## src/design/wbp_pkg.sv

```systemverilog
// ----------------------------------------------------------------------------
// wbp_pkg
// Shared types and constants for the windowed busy percentage block.
// ----------------------------------------------------------------------------
package wbp_pkg;

  localparam int WINDOW_BITS  = 5;
  localparam int PERCENT_BITS = 7;
  localparam int QUOT_BITS    = 7;   // quotient bits of the percent divider
  localparam int MUL_SHIFT_A  = 6;   // 100 = 64 + 32 + 4
  localparam int MUL_SHIFT_B  = 5;
  localparam int MUL_SHIFT_C  = 2;

  localparam logic [WINDOW_BITS-1:0]  WINDOW_RESET = 5'd16;
  localparam logic [PERCENT_BITS-1:0] PERCENT_FULL = 7'd100;
  localparam logic [PERCENT_BITS-1:0] PERCENT_NONE = 7'd0;

  typedef enum logic [2:0] {
    ST_IDLE,
    ST_LOAD,
    ST_SHIFT,
    ST_MUL_A,
    ST_MUL_B,
    ST_DIV,
    ST_DONE
  } state_e;

endpackage

```

## src/design/windowed_busy_percent.sv

```systemverilog
// ----------------------------------------------------------------------------
// windowed_busy_percent
// Busy share of elapsed ticks over a sliding window of counter snapshots.
// ----------------------------------------------------------------------------
//  channel | valid / ready          | payload
//  --------+------------------------+----------------------------------------
//  input   | in_valid_i / in_ready_o  | user/nice/system/idle_ticks_i
//  output  | out_valid_o / out_ready_i| busy_percent_o
//  config  | cfg_valid_i / cfg_ready_o| window_length_i
//
//  Each item passes through accept, history read, the bit-serial sums and
//  differences over SUM_BITS bits, two adds for the multiply by 100, seven
//  restoring divide steps and the result load. The bit-serial adder pass is
//  the longest of these steps.
//  Reset clears the history valid bits at once; no clearing pass is needed.
//  A finished result waits in the output register; the next item is accepted
//  meanwhile and holds in the last step only if that register is still full.
// ----------------------------------------------------------------------------
module windowed_busy_percent
  import wbp_pkg::*;
#(
  parameter int HISTORY_DEPTH = 16,
  parameter int COUNTER_BITS  = 48
) (
  input  logic                      clk_i,
  input  logic                      rst_ni,
  input  logic                      in_valid_i,
  output logic                      in_ready_o,
  input  logic [COUNTER_BITS-1:0]   user_ticks_i,
  input  logic [COUNTER_BITS-1:0]   nice_ticks_i,
  input  logic [COUNTER_BITS-1:0]   system_ticks_i,
  input  logic [COUNTER_BITS-1:0]   idle_ticks_i,
  output logic                      out_valid_o,
  input  logic                      out_ready_i,
  output logic [PERCENT_BITS-1:0]   busy_percent_o,
  input  logic                      cfg_valid_i,
  output logic                      cfg_ready_o,
  input  logic [WINDOW_BITS-1:0]    window_length_i
);

  localparam int SUM_BITS = COUNTER_BITS + 2;
  localparam int NQ_W     = SUM_BITS + QUOT_BITS;
  localparam int IDX_W    = (HISTORY_DEPTH > 1) ? $clog2(HISTORY_DEPTH) : 1;
  localparam int CMP_W    = (IDX_W + 1 > WINDOW_BITS) ? IDX_W + 1 : WINDOW_BITS;
  localparam int CNT_W    = $clog2(SUM_BITS);

  localparam logic [CMP_W-1:0] DEPTH_C   = CMP_W'(HISTORY_DEPTH);
  localparam logic [CNT_W-1:0] SHIFT_END = CNT_W'(SUM_BITS - 1);
  localparam logic [CNT_W-1:0] DIV_END   = CNT_W'(QUOT_BITS - 1);

  state_e state_q, state_d;

  logic [WINDOW_BITS-1:0]   win_q;
  logic [IDX_W-1:0]         slot_q, idx_q, rd_idx;
  logic [CMP_W-1:0]         eff_win, win_ext;
  logic [HISTORY_DEPTH-1:0] vld_q;
  logic                     rd_vld_q;
  logic [2*SUM_BITS-1:0]    hist_mem [HISTORY_DEPTH];
  logic [2*SUM_BITS-1:0]    rd_q;

  logic [COUNTER_BITS-1:0]  u_q, n_q, s_q, i_q;
  logic [SUM_BITS-1:0]      busy_q, total_q;
  logic [SUM_BITS-1:0]      ob_q, ot_q;   // old values, refilled with deltas
  logic [1:0]               cb_q;
  logic                     ct_q, bb_q, bt_q, bc_q, otnz_q;
  logic [CNT_W-1:0]         cnt_q;

  logic [NQ_W-1:0]          num_q, dsh_q;
  logic [QUOT_BITS-1:0]     quo_q;

  logic                     out_valid_q;
  logic [PERCENT_BITS-1:0]  out_data_q;

  logic                     in_acc, out_free;
  logic [2:0]               bsum;
  logic [1:0]               tsum, dbd, dtd, cmpd;
  logic                     b_bit, t_bit;
  logic [NQ_W:0]            trial;
  logic                     take;
  logic [PERCENT_BITS-1:0]  result;
  logic [IDX_W-1:0]         slot_next;

  assign cfg_ready_o    = 1'b1;
  assign out_valid_o    = out_valid_q;
  assign busy_percent_o = out_data_q;
  assign in_acc         = in_valid_i && in_ready_o;
  assign out_free       = !out_valid_q || out_ready_i;

  // window clamp to 1..HISTORY_DEPTH and slot selection
  always_comb begin
    win_ext = CMP_W'(win_q);
    if (win_ext == '0) begin
      eff_win = CMP_W'(1);
    end else if (win_ext > DEPTH_C) begin
      eff_win = DEPTH_C;
    end else begin
      eff_win = win_ext;
    end
    rd_idx    = (CMP_W'(slot_q) >= eff_win) ? '0 : slot_q;
    slot_next = (CMP_W'(idx_q) + CMP_W'(1) >= eff_win) ? '0 : idx_q + IDX_W'(1);
  end

  // serial adders, LSB first
  always_comb begin
    bsum  = {2'b0, u_q[0]} + {2'b0, n_q[0]} + {2'b0, s_q[0]} + {1'b0, cb_q};
    b_bit = bsum[0];
    tsum  = {1'b0, b_bit} + {1'b0, i_q[0]} + {1'b0, ct_q};
    t_bit = tsum[0];
    dbd   = {1'b0, b_bit} - {1'b0, ob_q[0]} - {1'b0, bb_q};
    dtd   = {1'b0, t_bit} - {1'b0, ot_q[0]} - {1'b0, bt_q};
    cmpd  = {1'b0, dbd[0]} - {1'b0, dtd[0]} - {1'b0, bc_q};
  end

  assign trial = {1'b0, num_q} - {1'b0, dsh_q};
  assign take  = !trial[NQ_W];

  // empty slot gives 0, busy delta not below total delta gives full scale
  always_comb begin
    if (!otnz_q) begin
      result = PERCENT_NONE;
    end else if (!bc_q) begin
      result = PERCENT_FULL;
    end else begin
      result = PERCENT_BITS'(quo_q);
    end
  end

  always_comb begin
    state_d    = state_q;
    in_ready_o = 1'b0;
    unique case (state_q)
      ST_IDLE: begin
        in_ready_o = 1'b1;
        if (in_valid_i) begin
          state_d = ST_LOAD;
        end
      end
      ST_LOAD:  state_d = ST_SHIFT;
      ST_SHIFT: begin
        if (cnt_q == SHIFT_END) begin
          state_d = ST_MUL_A;
        end
      end
      ST_MUL_A: state_d = ST_MUL_B;
      ST_MUL_B: state_d = ST_DIV;
      ST_DIV: begin
        if (cnt_q == DIV_END) begin
          state_d = ST_DONE;
        end
      end
      ST_DONE: begin
        if (out_free) begin
          state_d = ST_IDLE;
        end
      end
      default: state_d = ST_IDLE;
    endcase
  end

  always_ff @(posedge clk_i or negedge rst_ni) begin
    if (!rst_ni) begin
      state_q <= ST_IDLE;
    end else begin
      state_q <= state_d;
    end
  end

  // control state
  always_ff @(posedge clk_i or negedge rst_ni) begin
    if (!rst_ni) begin
      win_q       <= WINDOW_RESET;
      slot_q      <= '0;
      vld_q       <= '0;
      rd_vld_q    <= 1'b0;
      out_valid_q <= 1'b0;
      cnt_q       <= '0;
    end else begin
      if (cfg_valid_i && cfg_ready_o) begin
        win_q <= window_length_i;
      end
      if (in_acc) begin
        rd_vld_q <= vld_q[rd_idx];
      end
      if (state_q == ST_MUL_A) begin
        vld_q[idx_q] <= 1'b1;
        slot_q       <= slot_next;
      end
      if (state_q == ST_LOAD || state_q == ST_MUL_B) begin
        cnt_q <= '0;
      end else if (state_q == ST_SHIFT || state_q == ST_DIV) begin
        cnt_q <= cnt_q + CNT_W'(1);
      end
      if (state_q == ST_DONE && out_free) begin
        out_valid_q <= 1'b1;
      end else if (out_ready_i) begin
        out_valid_q <= 1'b0;
      end
    end
  end

  // history memory
  always_ff @(posedge clk_i) begin
    if (in_acc) begin
      rd_q <= hist_mem[rd_idx];
    end
    if (state_q == ST_MUL_A) begin
      hist_mem[idx_q] <= {total_q, busy_q};
    end
  end

  // datapath
  always_ff @(posedge clk_i) begin
    unique case (state_q)
      ST_IDLE: begin
        if (in_valid_i) begin
          u_q   <= user_ticks_i;
          n_q   <= nice_ticks_i;
          s_q   <= system_ticks_i;
          i_q   <= idle_ticks_i;
          idx_q <= rd_idx;
        end
      end
      ST_LOAD: begin
        ob_q   <= rd_vld_q ? rd_q[SUM_BITS-1:0] : '0;
        ot_q   <= rd_vld_q ? rd_q[2*SUM_BITS-1:SUM_BITS] : '0;
        cb_q   <= 2'b0;
        ct_q   <= 1'b0;
        bb_q   <= 1'b0;
        bt_q   <= 1'b0;
        bc_q   <= 1'b0;
        otnz_q <= 1'b0;
      end
      ST_SHIFT: begin
        u_q     <= u_q >> 1;
        n_q     <= n_q >> 1;
        s_q     <= s_q >> 1;
        i_q     <= i_q >> 1;
        busy_q  <= {b_bit, busy_q[SUM_BITS-1:1]};
        total_q <= {t_bit, total_q[SUM_BITS-1:1]};
        ob_q    <= {dbd[0], ob_q[SUM_BITS-1:1]};
        ot_q    <= {dtd[0], ot_q[SUM_BITS-1:1]};
        otnz_q  <= otnz_q | ot_q[0];
        cb_q    <= bsum[2:1];
        ct_q    <= tsum[1];
        bb_q    <= dbd[1];
        bt_q    <= dtd[1];
        bc_q    <= cmpd[1];
      end
      ST_MUL_A: begin
        num_q <= {1'b0, ob_q, MUL_SHIFT_A'(0)} + {2'b0, ob_q, MUL_SHIFT_B'(0)};
        dsh_q <= {1'b0, ot_q, MUL_SHIFT_A'(0)};
      end
      ST_MUL_B: begin
        num_q <= num_q + {5'b0, ob_q, MUL_SHIFT_C'(0)};
      end
      ST_DIV: begin
        if (take) begin
          num_q <= trial[NQ_W-1:0];
        end
        quo_q <= {quo_q[QUOT_BITS-2:0], take};
        dsh_q <= dsh_q >> 1;
      end
      ST_DONE: begin
        if (out_free) begin
          out_data_q <= result;
        end
      end
      default: ;
    endcase
  end

  // checks
  a_accept_load: assert property (@(posedge clk_i) disable iff (!rst_ni)
    in_acc |=> state_q == ST_LOAD)
    else $error("accepted item did not start the history read");

  a_result_range: assert property (@(posedge clk_i) disable iff (!rst_ni)
    out_valid_o |-> busy_percent_o <= PERCENT_FULL)
    else $error("busy percent above full scale");

  a_slot_range: assert property (@(posedge clk_i) disable iff (!rst_ni)
    CMP_W'(slot_q) < DEPTH_C)
    else $error("slot index beyond history depth");

  a_done_loads: assert property (@(posedge clk_i) disable iff (!rst_ni)
    (state_q == ST_DONE && out_free) |=> out_valid_q && state_q == ST_IDLE)
    else $error("finished item not moved to output register");

endmodule
```

## config.mk

```make
export PLATFORM = sky130hd
export DESIGN_NAME = windowed_busy_percent
export DESIGN_NICKNAME = d
export VERILOG_FILES = /design/src/design/wbp_pkg.sv /design/src/design/windowed_busy_percent.sv
export SDC_FILE = /design/constraint.sdc
export NUM_CORES = 2
export LEC_CHECK = 0
export BUFFER_PORTS_ARGS = -buffer_cell sky130_fd_sc_hd__buf_2
export CORE_AREA = 2 2 575 577
export CTS_CLUSTER_SIZE = 28
export DETAILED_ROUTE_END_ITERATION = 8
export DIE_AREA = 0 0 577 579
export PLACE_DENSITY = 0.46
export SETUP_SLACK_MARGIN = 0.3
export SLEW_MARGIN = 20
export SYNTH_ARGS = -nofsm -noshare
export SYNTH_HDL_FRONTEND = slang
export SYNTH_SLANG_ARGS = --single-unit
```

## constraint.sdc

```tcl
create_clock -name clk_i -period 19.7 [get_ports clk_i]
set_clock_uncertainty 0.2 [all_clocks]
set_input_delay 0.985 -clock clk_i [delete_from_list [all_inputs] [get_ports clk_i]]
set_output_delay 0.985 -clock clk_i [all_outputs]
set_load 0.005 [all_outputs]
```

# Yosys cells after proc, flatten, opt, wreduce, memory -nomap -nowiden
# Memories as Yosys holds them, arrays and structs flattened. A register that Yosys moved wholly into a read port is not among the register bits.
# Cells that the tools add are included.
# totals
ff_bits	567
mem_bits_rw	1600
out_inout_bits	10
mem_count	1
# classes
n_addsub	17
n_lt_le_gt_ge	6
eq_ne	13
muxes	42
bitwise	2
reduce_logical	22
# memory_table
name	words	word_bits	rd	rd_ports_with_merged_regs	write_ports	line	text
hist_mem	16	100	1	1	1	windowed_busy_percent.sv:58	logic [2*SUM_BITS-1:0] hist_mem [HISTORY_DEPTH];
# op_table
cell	n
case mux 48 bit (2 select lines)	4
case mux 50 bit (2 select lines)	2
two-way mux 48 bit	4
case mux 57 bit (3 select lines)	1
case mux 57 bit (2 select lines)	1
two-way mux 50 bit	2
subtractor 57 x 57 -> 58 bit	1
adder 56 x 55 -> 57 bit	1
adder 57 x 52 -> 57 bit	1
two-way mux 57 bit	1
case mux 3 bit (7 select lines)	1
bitwise OR 16 bit	1
two-way mux 3 bit	4
two-way mux 6 bit	2
< comparator 4 x 5 -> 1 bit (second input constant)	2
two-way mux 5 bit	2
!= test 2 bit (second input constant)	5
case mux 1 bit (2 select lines)	5
AND reduction 2 bit	5
nonzero test 2 bit	5
== test 3 bit (second input constant)	3
two-way mux 4 bit	2
two-way mux 1 bit	7
two-way mux 7 bit	1
other kinds (28)	39

# Longest topological paths before layout
# depth
depth_word	10
mapped_depth	19
mapped_depth_nobuf	16

# Least setup slack after synthesis
# No wires, ideal clock.
# synth_path
kind	reg-to-reg
from	register state_q[1]
to	register vld_q[0]
t_arrival_ns	8.615
t_required_ns	19.392
setup_slack_ns	10.777
path_stages_with_launch	7
synth_period_minus_slack_ns	8.923
cell_sequence	dfrtp_1 clkbuf_1 nand2_1 nor2_1 nand2_1 nor3_1 or2_2
# synth_between
elab_chain_len	1
# synth_lines
item	line	text
from (decl)	windowed_busy_percent.sv:51	state_e state_q, state_d;
from (signal assigned)	windowed_busy_percent.sv:164	state_q <= state_d;
== test 3 x 2 -> 1 bit	windowed_busy_percent.sv:184	if (state_q == ST_MUL_A) begin
to (signal assigned)	windowed_busy_percent.sv:173	vld_q <= '0;
to (signal, indexed assignment)	windowed_busy_percent.sv:185	vld_q[idx_q] <= 1'b1;
to (decl)	windowed_busy_percent.sv:56	logic [HISTORY_DEPTH-1:0] vld_q;
# No other way between the ends.
# A chain may end at the register's enable or synchronous reset.

# Worst setup path after layout
# layout_path
from	register slot_q[0]
to	register rd_q[13], read port of hist_mem, data pin
# layout_between
elab_chain_len	2
# layout_lines
item	line	text
from (decl)	windowed_busy_percent.sv:54	logic [IDX_W-1:0] slot_q, idx_q, rd_idx;
from (signal assigned)	windowed_busy_percent.sv:186	slot_q <= slot_next;
greater-or-equal comparator 4 x 5 -> 1 bit	windowed_busy_percent.sv:99	rd_idx = (CMP_W'(slot_q) >= eff_win) ? '0 : slot_q;
two-way mux 4 bit *	windowed_busy_percent.sv:99	
to (decl)	windowed_busy_percent.sv:59	logic [2*SUM_BITS-1:0] rd_q;
# Mark *: on every way between the ends. The rest lies on a longest branch, timed or not.

==> impl_metrics.csv <==
group,metric,value,unit
outcome,status,"completed",
placed_design,placed_area,104000,um2
yosys,ys_seq_area_frac,0.692,
cells_and_area,nets,8016,
die,floorplan.initialDensity,0.298,
routing,drc,0,
global_route,grt_max_degree,159,
power,pwr-share-comb,0.371,
cts,h-tree-depth,4,
power,clkPwrFrac,0.233,
setup_path,critPathRequiredTime,20.22,ns
hold_path,hp-class,"input port to flop",
placed_design,gp_congestion,0.860,
global_route,grt_usage,0.169,
die,die_w,577,um
routing,wl_per_cell,23.7,um
yosys,synth_warnings,0,
global_route,grt_pass1_wl,423000,um
power,switchingPower,7.48,mW
global_route,grt_pass1_vias,60605,
job,drv_cap,0,
cells_and_area,final_common_cell,"edfxtp_1",
hold_path,hold_depth,3,
yosys,synth_edf_count,2230,
cells_and_area,area_growth,13.8,%
die,io-pin-count,212,
cells_and_area,drive_gt1_frac,0.0975,
hold_path,worstHoldStart,"window_length_i[4]",
setup_path,crit_top_cell,"buf_4",
setup_path,worstSetupEndpointType,"flop",
die,rows,211,
routing,drt_iter0_markers,4935,
yosys,synth.avg_cell_area,13.0,um2
global_route,use_met1,0.241,
cells_and_area,fin_util,0.339,
routing,vias,61801,
yosys,async_reset_ff_frac,0.0159,
placed_design,place_hpwl,163000,um
setup_path,max_stage_delay,0.94,ns
routing,final_antenna_net_count,0,
cells_and_area,final-seq-area,67900,um2
cts,cts_buffers,243,
timing,clock.fmax,135,MHz
yosys,ys_ff_latch,2266,
timing,setup_tns,0,ns
cts,clk_latency,0.94,ns
timing,tightest_slew,1.17,ns
setup_path,rr_startpoint,"slot_q[0]$_DFFE_PN0P_",
yosys,ys_types,92,
cts,cts-resized-gates,0,
yosys,ys.flop_type,"edfxtp_1",
cells_and_area,num-fill-cells,32216,
timing,period_needed,7.41,ns
placed_design,port_buffers,210,
setup_path,r2r_cells,17,
setup_path,rrSetupSlack,12.29,ns
cells_and_area,multi_input_area,28100,um2
cts,cts_max_path_buffers,4,
setup_path,crit_fanout,136,
yosys,netlist_instances,7522,
setup_path,crit_path_cell_trace,"inv_1, ha_1, nand2b_1, a21o_1, a21o_1, a21oi_1, or2_2, nand2_4, inv_8, buf_4, buf_4, buf_4, nand2_1, and3_1, a311oi_1, a211oi_1, a21oi_1",
routing,firstDrtPassIters,5,
timing,period_share,0.376,
timing,slew_headroom,0.219,
cts,cts.sinks,2266,
power,p_sw_frac,0.388,
die,dieArea,334000,um2
timing,finalSetupViolCount,0,
power,ir_worst_vdd,0.000118,V
timing,grt_setup_unrepaired,"false",
setup_path,cp_slowest_cell,"dfrtp_4",
cts,cts_root_buf,"clkbuf_16",
global_route,grt_overflow_total,0,
yosys,syn-num-nets,7907,
power,leakagePower,38.6,nW
timing,maxSlewViolCount,0,
setup_path,cp.arrival,7.92,ns
cells_and_area,finalNonFillerCells,12194,
cells_and_area,final_cell_mix,"edfxtp_1, nand2_1, mux2i_1",
global_route,antenna_found_initial,6,
cts,cts_tree,"done",
timing,finalHoldViolations,0,
global_route,top_usage_layer,"met2",
power,power_frac_seq,0.396,
cts,path_clk_slew,0.06,ns
die,coreArea,329000,um2
routing,finalWirelength,290000,um
global_route,grt.met3_usage,0.0201,
hold_path,whs_endpoint,"win_ext[4]$_DFFE_PN1P_",
setup_path,r2r-end,"rd_q[13]$_DFFE_PP_",
setup_path,worstSetupPathType,"flop to flop",
cells_and_area,design_area,112000,um2
power,p_per_area,173,nW/um2
power,p_int,11.8,mW
global_route,grt_use_met2,0.273,
die,die_y,579,um
placed_design,placed_cells,11751,
yosys,synth_area,98000,um2
setup_path,cp-start-kind,"flop",
routing,vias_per_cell,5.07,
[state kept, by name, indices dropped and copies added, names as in the netlist, 50 cells and up]
name	flops
hist_mem	1600
rd_q	100
num_q	57
dsh_q	56
busy_q	50
ob_q	50
ot_q	50
total_q	50
[worst max-delay path: cells and delay by family, from the launching register on]
family	cells	cell delay [ns]
compound gates	6	1.05
flops	1	0.94
fa+ha+maj	1	0.35
simple gates	5	1.06
buf+inv	5	3.27
[logic make-up after synthesis]
group / synth area share
other: 0.0000383
DFF: 0.692
xor gates and xnor gates: 0.0135
buffers and inverters: 0.0233
muxes: 0.0429
and+or+nand+nor: 0.102
AOI/OAI and AO/OA: 0.102
adders and majority gates: 0.0240
[per-stage QoR]
| stage | worst slack, ns | power (mW) | hold slack, ns |
|---|---|---|---|
| 2_1_floorplan | 10.78 | 12.5 | 0.219 |
| 3_3_place_gp | 12.38 | 14.8 | 0.229 |
| 3_5_place_dp | 12.29 | 14.9 | 0.232 |
| 4_1_cts | 12.24 | 19.4 | 0.0477 |
| 5_1_grt | 11.68 | 20.4 | 0.0995 |
| 6_report | 12.29 | 19.3 | 0.129 |
[timing repair]
action	in CTS	in global routing
hold buffers	1	0
buffers inserted	0	0
endpoints found under the hold margin	35	0
setup endpoints to repair	0	0
[cell usage after synthesis, drive strengths merged (20+ instances only)]
cell type | instances | area share
a211oi | 135 | 0.011
a21o | 81 | 0.0062
a21oi | 329 | 0.017
a311oi | 108 | 0.0097
a31oi | 132 | 0.0085
and3 | 226 | 0.014
buf | 67 | 0.0033
clkbuf | 390 | 0.015
dfrtp | 35 | 0.0089
edfxtp | 2230 | 0.68
ha | 175 | 0.022
inv | 130 | 0.0050
mux2i | 402 | 0.041
nand2 | 1785 | 0.068
nand2b | 27 | 0.0017
nand3 | 39 | 0.0020
nand4 | 32 | 0.0020
nor2 | 149 | 0.0057
nor2b | 20 | 0.0013
nor3 | 34 | 0.0017
o211ai | 28 | 0.0022
o21a | 25 | 0.0019
o21ai | 375 | 0.019
o21bai | 32 | 0.0025
o221ai | 108 | 0.0097
o22ai | 111 | 0.0071
or2 | 20 | 0.0013
xnor2 | 95 | 0.0085
xor2 | 56 | 0.0050
[worst max-delay path by stage]
stage,start,to,slack [ns],cells past startpoint
finish,slot_q[0]$_DFFE_PN0P_,rd_q[13]$_DFFE_PP_,12.29,17
detailed placement,slot_q[0]$_DFFE_PN0P_,rd_q[13]$_DFFE_PP_,12.29,17
floorplan,state_q[1]$_DFFE_PN0P_,vld_q[0]$_DFFE_PN0P_,10.78,6
global route,slot_q[0]$_DFFE_PN0P_,rd_q[18]$_DFFE_PP_,11.68,17
global placement,slot_q[0]$_DFFE_PN0P_,rd_q[24]$_DFFE_PP_,12.38,17
CTS,slot_q[0]$_DFFE_PN0P_,rd_q[13]$_DFFE_PP_,12.24,17
[power groups by stage]
stage          registers (mW)  clock network, mW  logic (mW)
6_report                 7.62               4.49        7.15
5_1_grt                  7.74               4.78        7.92
4_1_cts                  7.64               4.61        7.20
3_5_place_dp             7.73                  0        7.16
3_3_place_gp             7.71                  0        7.13
2_1_floorplan            7.38                  0        5.09
[layer usage]
layer,vias up,share of wire
met5,-,0.000086
met4,4,0.022
met3,371,0.048
met2,1513,0.46
met1,31547,0.47
li1,28366,-
[cell type report]
class | instances | share of cell area
tap | 4366 | 0.0490
sequential | 2266 | 0.609
antenna | 5 | 0.000112
inverter | 132 | 0.00469
clock inverter | 146 | 0.0116
timing repair buffer | 321 | 0.0174
multi-input combinational | 4667 | 0.252
clock buffer | 291 | 0.0570
Power figures use the tool's default switching activity.
